[config.mk]
export PLATFORM = sky130hd
export DESIGN_NAME = variable_step_rc_low_pass
export DESIGN_NICKNAME = d
export VERILOG_FILES = /design/src/rtl/vsrclp_pkg.sv /design/src/rtl/vsrclp_ctrl.sv /design/src/rtl/vsrclp_dp.sv /design/src/rtl/variable_step_rc_low_pass.sv
export SDC_FILE = /design/constraint.sdc
export NUM_CORES = 2
export LEC_CHECK = 0
export ABC_AREA = 0
export BUFFER_PORTS_ARGS = -buffer_cell sky130_fd_sc_hd__buf_2
export CORE_ASPECT_RATIO = 0.5
export CORE_UTILIZATION = 59
export DETAILED_ROUTE_END_ITERATION = 12
export PLACE_DENSITY = 0.79
export SLEW_MARGIN = 10
export SYNTH_ARGS = -nofsm -noshare
export SYNTH_HDL_FRONTEND = slang
export SYNTH_SLANG_ARGS = --single-unit
[constraint.sdc]
create_clock -name i_clk -period 6.25 [get_ports i_clk]
set_input_delay 0 -clock i_clk [delete_from_list [all_inputs] [get_ports i_clk]]
set_output_delay 0 -clock i_clk [all_outputs]
set_load 0.1 [all_outputs]
[src/rtl/vsrclp_pkg.sv]
`timescale 1ns / 1ps
// ----------------------------------------------------------------------------
// vsrclp_pkg: shared definitions for the variable-step RC low-pass filter
// Widths, constants, controller states and the command and status records
// that pass between the controller and the datapath.
// ----------------------------------------------------------------------------
package vsrclp_pkg;

    localparam int SAMPLE_WIDTH = 16;
    localparam int TC_W         = 20;
    localparam int MS_W         = 10;
    localparam int S_W          = 22;
    localparam int STAMP_W      = 32;

    localparam logic [TC_W-1:0] TC_RESET = TC_W'(1000);
    localparam int MS_PER_S = 1000;

    // Product RC * |y_prev - x| and divisor RC + dt.
    localparam int PROD_W = TC_W + SAMPLE_WIDTH;
    localparam int DEN_W  = STAMP_W + 1;
    localparam int REM_W  = DEN_W + 1;
    localparam int EXT_W  = SAMPLE_WIDTH + 2;
    localparam int CNT_W  = $clog2(PROD_W);

    typedef enum logic [2:0] {
        S_IDLE,
        S_STAMP,
        S_MULT,
        S_DEN,
        S_DIV,
        S_FIN
    } t_state;

    typedef struct packed {
        logic load;
        logic calc_stamp;
        logic mult;
        logic den_init;
        logic div_step;
        logic finish;
    } t_cmd;

    typedef struct packed {
        logic out_free;
    } t_status;

endpackage

[src/rtl/vsrclp_ctrl.sv]
`timescale 1ns / 1ps
// ----------------------------------------------------------------------------
// vsrclp_ctrl: sequencing controller
// Steps one request through timestamp, multiply, divisor setup, the
// bit-serial divide and the final write of the result.
// ----------------------------------------------------------------------------
module vsrclp_ctrl (
    input  logic                i_clk,
    input  logic                i_rst_n,
    input  logic                i_valid,
    output logic                o_busy,
    input  vsrclp_pkg::t_status i_status,
    output vsrclp_pkg::t_cmd    o_cmd
);
    import vsrclp_pkg::*;

    localparam logic [CNT_W-1:0] DIV_LAST = CNT_W'(PROD_W - 1);

    t_state           r_state, n_state;
    logic [CNT_W-1:0] r_cnt, n_cnt;

    always_ff @(posedge i_clk) begin
        if (!i_rst_n) begin
            r_state <= S_IDLE;
            r_cnt   <= '0;
        end else begin
            r_state <= n_state;
            r_cnt   <= n_cnt;
        end
    end

    always_comb begin
        n_state = r_state;
        n_cnt   = r_cnt;
        o_cmd   = '0;
        o_busy  = (r_state != S_IDLE);
        case (r_state)
            S_IDLE: begin
                if (i_valid) begin
                    o_cmd.load = 1'b1;
                    n_state    = S_STAMP;
                end
            end
            S_STAMP: begin
                o_cmd.calc_stamp = 1'b1;
                n_state          = S_MULT;
            end
            S_MULT: begin
                o_cmd.mult = 1'b1;
                n_state    = S_DEN;
            end
            S_DEN: begin
                o_cmd.den_init = 1'b1;
                n_cnt          = '0;
                n_state        = S_DIV;
            end
            S_DIV: begin
                o_cmd.div_step = 1'b1;
                n_cnt          = r_cnt + 1'b1;
                if (r_cnt == DIV_LAST) begin
                    n_state = S_FIN;
                end
            end
            S_FIN: begin
                // Wait here while the previous result still sits unread.
                if (i_status.out_free) begin
                    o_cmd.finish = 1'b1;
                    n_state      = S_IDLE;
                end
            end
            default: begin
                n_state = S_IDLE;
            end
        endcase
    end

endmodule

[src/rtl/vsrclp_dp.sv]
`timescale 1ns / 1ps
// ----------------------------------------------------------------------------
// vsrclp_dp: filter datapath
// Holds the time constant, the filter state, the operand registers, a
// restoring divider that retires one quotient bit a cycle, and the result.
// ----------------------------------------------------------------------------
module vsrclp_dp (
    input  logic                                  i_clk,
    input  logic                                  i_rst_n,
    input  logic                                  i_cfg_wr_en,
    input  logic [vsrclp_pkg::TC_W-1:0]           i_cfg_wr_data,
    input  logic signed [vsrclp_pkg::SAMPLE_WIDTH-1:0] i_sample,
    input  logic [vsrclp_pkg::MS_W-1:0]           i_time_ms,
    input  logic [vsrclp_pkg::S_W-1:0]            i_time_s,
    input  vsrclp_pkg::t_cmd                      i_cmd,
    output vsrclp_pkg::t_status                   o_status,
    input  logic                                  i_stall,
    output logic                                  o_valid,
    output logic signed [vsrclp_pkg::SAMPLE_WIDTH-1:0] o_filtered
);
    import vsrclp_pkg::*;

    logic [TC_W-1:0]                r_tc;
    logic signed [SAMPLE_WIDTH-1:0] r_x;
    logic [MS_W-1:0]                r_ms;
    logic [S_W-1:0]                 r_s;
    logic [STAMP_W-1:0]             r_stamp;
    logic [STAMP_W-1:0]             r_last_stamp;
    logic signed [SAMPLE_WIDTH-1:0] r_last_out;
    logic                           r_neg;
    logic [SAMPLE_WIDTH-1:0]        r_mag;
    logic [STAMP_W-1:0]             r_dt;
    logic [DEN_W-1:0]               r_den;
    logic [DEN_W-1:0]               r_rem;
    logic [PROD_W-1:0]              r_quo;
    logic                           r_out_valid;
    logic signed [SAMPLE_WIDTH-1:0] r_filtered;

    logic [STAMP_W-1:0]             stamp_c;
    logic signed [SAMPLE_WIDTH:0]   diff_c;
    logic [SAMPLE_WIDTH:0]          mag_c;
    logic [PROD_W-1:0]              prod_c;
    logic [REM_W-1:0]               rem_sh;
    logic                           ge;
    logic [REM_W-1:0]               rem_sub;
    logic signed [EXT_W-1:0]        x_ext, q_ext, r1_ext, fl, ce, sum_fl, sum_ce;
    logic signed [SAMPLE_WIDTH-1:0] y_c;

    // Timestamp in milliseconds, wrapping at 32 bits.
    assign stamp_c = STAMP_W'(r_s) * STAMP_W'(MS_PER_S) + STAMP_W'(r_ms);

    assign diff_c = {r_last_out[SAMPLE_WIDTH-1], r_last_out} - {r_x[SAMPLE_WIDTH-1], r_x};
    assign mag_c  = diff_c[SAMPLE_WIDTH] ? (SAMPLE_WIDTH + 1)'(-diff_c) : diff_c;
    assign prod_c = {{SAMPLE_WIDTH{1'b0}}, r_tc} * {{TC_W{1'b0}}, r_mag};

    // One restoring divide step.
    assign rem_sh  = {r_rem, r_quo[PROD_W-1]};
    assign ge      = (rem_sh >= {1'b0, r_den});
    assign rem_sub = rem_sh - {1'b0, r_den};

    // Truncation toward zero of x + RC*(y_prev - x)/den.
    always_comb begin
        x_ext  = EXT_W'(r_x);
        q_ext  = $signed({{(EXT_W-SAMPLE_WIDTH){1'b0}}, r_quo[SAMPLE_WIDTH-1:0]});
        r1_ext = $signed({{(EXT_W-1){1'b0}}, (r_rem != '0)});
        fl     = r_neg ? (-q_ext - r1_ext) : q_ext;
        ce     = r_neg ? -q_ext : (q_ext + r1_ext);
        sum_fl = x_ext + fl;
        sum_ce = x_ext + ce;
        if (r_den == '0) begin
            y_c = r_last_out;
        end else if (sum_fl[EXT_W-1]) begin
            y_c = sum_ce[SAMPLE_WIDTH-1:0];
        end else begin
            y_c = sum_fl[SAMPLE_WIDTH-1:0];
        end
    end

    always_ff @(posedge i_clk) begin
        if (!i_rst_n) begin
            r_tc         <= TC_RESET;
            r_last_stamp <= '0;
            r_last_out   <= '0;
            r_out_valid  <= 1'b0;
        end else begin
            if (i_cfg_wr_en) begin
                r_tc <= i_cfg_wr_data;
            end
            if (i_cmd.finish) begin
                r_last_stamp <= r_stamp;
                r_last_out   <= y_c;
                r_out_valid  <= 1'b1;
            end else if (!i_stall) begin
                r_out_valid <= 1'b0;
            end
        end
    end

    always_ff @(posedge i_clk) begin
        if (i_cmd.load) begin
            r_x  <= i_sample;
            r_ms <= i_time_ms;
            r_s  <= i_time_s;
        end
        if (i_cmd.calc_stamp) begin
            r_stamp <= stamp_c;
            r_neg   <= diff_c[SAMPLE_WIDTH];
            r_mag   <= mag_c[SAMPLE_WIDTH-1:0];
        end
        if (i_cmd.mult) begin
            r_quo <= prod_c;
            r_dt  <= r_stamp - r_last_stamp;
        end
        if (i_cmd.den_init) begin
            r_den <= DEN_W'(r_tc) + DEN_W'(r_dt);
            r_rem <= '0;
        end
        if (i_cmd.div_step) begin
            r_rem <= ge ? rem_sub[DEN_W-1:0] : rem_sh[DEN_W-1:0];
            r_quo <= {r_quo[PROD_W-2:0], ge};
        end
        if (i_cmd.finish) begin
            r_filtered <= y_c;
        end
    end

    assign o_status.out_free = !r_out_valid || !i_stall;
    assign o_valid           = r_out_valid;
    assign o_filtered        = r_filtered;

endmodule

[src/rtl/variable_step_rc_low_pass.sv]
`timescale 1ns / 1ps
// ----------------------------------------------------------------------------
// variable_step_rc_low_pass: first-order RC low-pass with a variable step
// Each request carries a sample and a timestamp; the block returns
// y = (RC*y_prev + dt*x) / (RC + dt), truncated toward zero.
// ----------------------------------------------------------------------------
//
//  Channel   Direction  Handshake          Contents
//  input     in         i_valid / o_stall  i_sample, i_time_ms, i_time_s
//  output    out        o_valid / i_stall  o_filtered
//  config    in         i_cfg_wr_en        i_cfg_wr_data (time constant, ms)
//
// After acceptance a request passes through the timestamp, the multiply and the
// divisor setup, then the bit-serial restoring divider (one bit of the 36-bit
// product per cycle), and a final step that writes the result and the filter
// state. The next request is accepted only after that final step.
// The synchronous reset sets the time constant to 1000 ms and clears the
// previous timestamp and output to zero.
// A stalled result waits in the output register; the controller holds in
// its final state until that register can take the new result.
// ----------------------------------------------------------------------------
module variable_step_rc_low_pass (
    input  logic                                       i_clk,
    input  logic                                       i_rst_n,
    input  logic                                       i_cfg_wr_en,
    input  logic [vsrclp_pkg::TC_W-1:0]                i_cfg_wr_data,
    input  logic                                       i_valid,
    output logic                                       o_stall,
    input  logic signed [vsrclp_pkg::SAMPLE_WIDTH-1:0] i_sample,
    input  logic [vsrclp_pkg::MS_W-1:0]                i_time_ms,
    input  logic [vsrclp_pkg::S_W-1:0]                 i_time_s,
    output logic                                       o_valid,
    input  logic                                       i_stall,
    output logic signed [vsrclp_pkg::SAMPLE_WIDTH-1:0] o_filtered
);
    import vsrclp_pkg::*;

    t_cmd    cmd;
    t_status status;
    logic    busy;

    // The controller sequences one request at a time; it raises o_stall
    // from the cycle after acceptance until the result has been written.
    vsrclp_ctrl u_ctrl (
        .i_clk    (i_clk),
        .i_rst_n  (i_rst_n),
        .i_valid  (i_valid),
        .o_busy   (busy),
        .i_status (status),
        .o_cmd    (cmd)
    );

    // The datapath holds every operand, the divider and the output register.
    vsrclp_dp u_dp (
        .i_clk         (i_clk),
        .i_rst_n       (i_rst_n),
        .i_cfg_wr_en   (i_cfg_wr_en),
        .i_cfg_wr_data (i_cfg_wr_data),
        .i_sample      (i_sample),
        .i_time_ms     (i_time_ms),
        .i_time_s      (i_time_s),
        .i_cmd         (cmd),
        .o_status      (status),
        .i_stall       (i_stall),
        .o_valid       (o_valid),
        .o_filtered    (o_filtered)
    );

    assign o_stall = busy;

    // An accepted request makes the block busy in the next cycle.
    a_accept_busy: assert property (@(posedge i_clk) disable iff (!i_rst_n)
        (i_valid && !o_stall) |=> o_stall)
        else $error("block not busy after accepting a request");

    // The controller issues at most one command per cycle.
    a_cmd_onehot: assert property (@(posedge i_clk) disable iff (!i_rst_n)
        $onehot0({cmd.load, cmd.calc_stamp, cmd.mult, cmd.den_init,
                  cmd.div_step, cmd.finish}))
        else $error("more than one datapath command at once");

    // A new result appears only right after the finishing step.
    a_result_source: assert property (@(posedge i_clk) disable iff (!i_rst_n)
        $rose(o_valid) |-> $past(cmd.finish))
        else $error("output valid rose without a finished request");

    // The finishing step never overwrites an unread, stalled result.
    a_no_overwrite: assert property (@(posedge i_clk) disable iff (!i_rst_n)
        cmd.finish |-> (!o_valid || !i_stall))
        else $error("result written over a stalled result");

endmodule
==> impl_metrics.toml <==
[synth]
syn-cell-area_sq_mm = 0.0347
ys_top_cells_by_area = "edfxtp_1 (21%), fa_1 (19%), ha_1 (11%)"
yosysTopAreaCellShare_pct = 21.4
yosysUniqueCellTypes = 82
ys_seq_elements = 325
synth-seq-area-share_pct = 25.9
synth_edf_count = 247
synthFlopType = "edfxtp_1"
syn_area_per_cell_sq_um = 9.30
netlist_instances = 3733
yosysWarnings = 0
synth_top_area_cell = "edfxtp_1"
synth_fp_nets = 4460
synthArstFlopShare_pct = 0

[placed_design]
routabilityCongestion = 0.986
dp_hpwl_microns = 70500
placed_area_sq_mm = 0.0372
io_buffers = 90

[sta]
setup_viol = 8
fmax_mhz = 155
period_minus_slack_ns = 6.45
timing.final.ws_setup_ns = -0.196
rsz0062_at_grt = "yes"
drv_slew = 0
relSlewSlack_pct = 13.9
finClkSkew_ns = 0.0291
final-hold-violation-count = 0
tightestPinTransition_ns = 1.26
period_share_pct = 103

[worst_setup_path]
setup.worst_path.start = "u_dp.r_mag[4]"
crit_arrival_ns = 6.73
start_kind = "flop"
cp_data_required_time_ns = 6.53
r2r-start = "u_dp.r_mag[4]"
cp_slowest_stage_delay_ns = 0.55
crit_top_cell = "inv_2"
worst-path-buf-inv = 8
critPathMaxFanout = 5
path_class = "reg2reg"
cpMaxStageDelayCell = "fa_1"
crit_family = "adder cells"
crit_path_end_kind = "flop"

[job]
drv_cap = 0

[global_route]
grt.total_usage_pct = 30.6
grt-ovfl-total = 0
grt_max_degree = 81
grt_pass1_wl_microns = 146000
antenna_found_initial = 4
grt_pass1_vias = 28700

[clock_tree]
htree_levels = 2
path_clk_slew_ns = 0.07
cts_tree = "built"
cts_root_buffer = "clkbuf_16"
numCtsBuffers = 36
clockBufferDepth = 3
clk_latency_ns = 0.56
cts.sinks = 325

[outcome]
violations = "setup timing"
status = "complete, but fails checks"

[hold_path]
hp-start = "i_cfg_wr_data[10]"
min-delay-path-class = "in2reg"

[layout]
final_area_sq_mm = 0.0400
layout-drive-gt1-share_pct = 13.0
fin_nets = 4759
final_util_pct = 69.3
layout_common_cells = "inv_1 (536), nand2_1 (402), fa_1 (324)"
synthToLayoutAreaGrowth_pct = 15.2
final_common_cell = "inv_1"

[floorplanning]
die_h_microns = 174
num_io_pins = 91
die_area_sq_mm = 0.0599
die_x_microns = 345
std_cell_rows = 62
start_util_pct = 60.1
core_sq_mm = 0.0578

[routing]
wl_per_cell_microns = 18.9
final_antenna_net_count = 0
routed_wl_microns = 91400
num_vias = 28000
first_iter_violations = 2429
drc = 0
drt-pass1-iter-count = 6
post_drt_via_cell_ratio = 5.80
through the flow:
| stage | setup TNS, ns | setup slack [ns] | cells | hold WS [ns] |
|---|---|---|---|---|
| 2_1_floorplan | -0.0172 | -0.0172 | 3733 | 0.0989 |
| 3_5_place_dp | -3.13 | -0.462 | 4656 | 0.178 |
| 6_report | -0.911 | -0.196 | 4828 | 0.0626 |
| 4_1_cts | -0.114 | -0.103 | 4815 | 0.0101 |
| 5_1_grt | -2.72 | -0.340 | 4827 | 0.0905 |
| 3_3_place_gp | -1.67 | -0.314 | 4656 | 0.176 |
worst paths after layout:
| kind | depth (start not counted) | endpoint | slack [ns] |
|---|---|---|---|
| setup / recovery | 25 | u_dp.r_quo[32] | -0.20 |
| hold / removal | 3 | u_dp.r_tc[10] | 0.06 |
| setup reg to reg | 25 | u_dp.r_quo[32] | -0.20 |
| hold reg to reg | 0 | u_dp.r_stamp[2] | 0.43 |
kinds of logic (layout without fill, tap and decap cells):
logic type,after synthesis,after routing,share of synthesized area (%)
fa+ha+maj,654,654,30.8
simple gates,1089,1089,15.1
xor+xnor,235,235,6.02
buf+inv,686,1011,7.47
compound gates,665,665,12.4
mux,79,79,2.34
flops,325,325,25.9
other cells,0,2,0
synthesized netlist by cell type, drive strengths merged (5+ instances only):
cell and number:
a21o 73, nor4 23, nand2 403, o21ai 136
xnor2 159, nor3 48, and3 26, a2111oi 5
a21oi 183, o31ai 20, nor2 205, o31a 6
edfxtp 247, inv 560, a21boi 43, mux2 18
a31oi 23, o21a 38, nand2b 22, buf 15
o21bai 28, mux2i 61, or3 14, fa 335
a311oi 12, and4 6, nand3b 5, xor2 75
dfxtp 78, o311ai 8, nand4 26, or4 10
o41ai 5, clkbuf 110, and2 158, nor3b 7
a211oi 25, nor2b 49, o211ai 13, a221o 5
ha 319, or2 11, nand3 64, a221oi 7
tightest hold or removal path: stages:
cell and delay [ns]:
buf_2 0.15, mux2i_1 0.15, nor2b_1 0.24
layer usage:
metal	up-vias	routed length [microns]	GRT usage (%)
met2	1014	43800	52.5
met3	238	6560	5.05
met5	-	42	0
met1	13700	37500	39.2
met4	6	3490	10.9
li1	13100	-	-
registers in the layout, indices dropped and copies added, names as in the netlist, 20 cells and up:
| name | count |
|---|---|
| u_dp.r_stamp | 32 |
| u_dp.r_dt | 32 |
| u_dp.r_den | 33 |
| u_dp.r_last_stamp | 32 |
| u_dp.r_s | 22 |
| u_dp.r_rem | 33 |
| u_dp.r_quo | 36 |
| u_dp.r_tc | 20 |
final cells by class:
type                            count  area, sq um
Multi-Input combinational cell   2722        23700
Fill cell                        4305        17800
Sequential cell                   325         8980
Timing Repair Buffer              386         3020
Inverter                          561         2110
Clock buffer                       48          998
Tap cell                          768          961
Clock inverter                     16          228
Antenna cell                        2         5.00
timing repair:
item,in CTS,in global routing
pin swaps,83,40
resized for setup,105,55
setup buffers,22,11
gates cloned,3,0
hold buffers,70,0
hold endpoints to repair,70,0
setup endpoints to repair,12,24
Power is left out: the tool's default activity adds up to more than one toggle a clock period on the data nets, which glitch-free logic cannot reach.
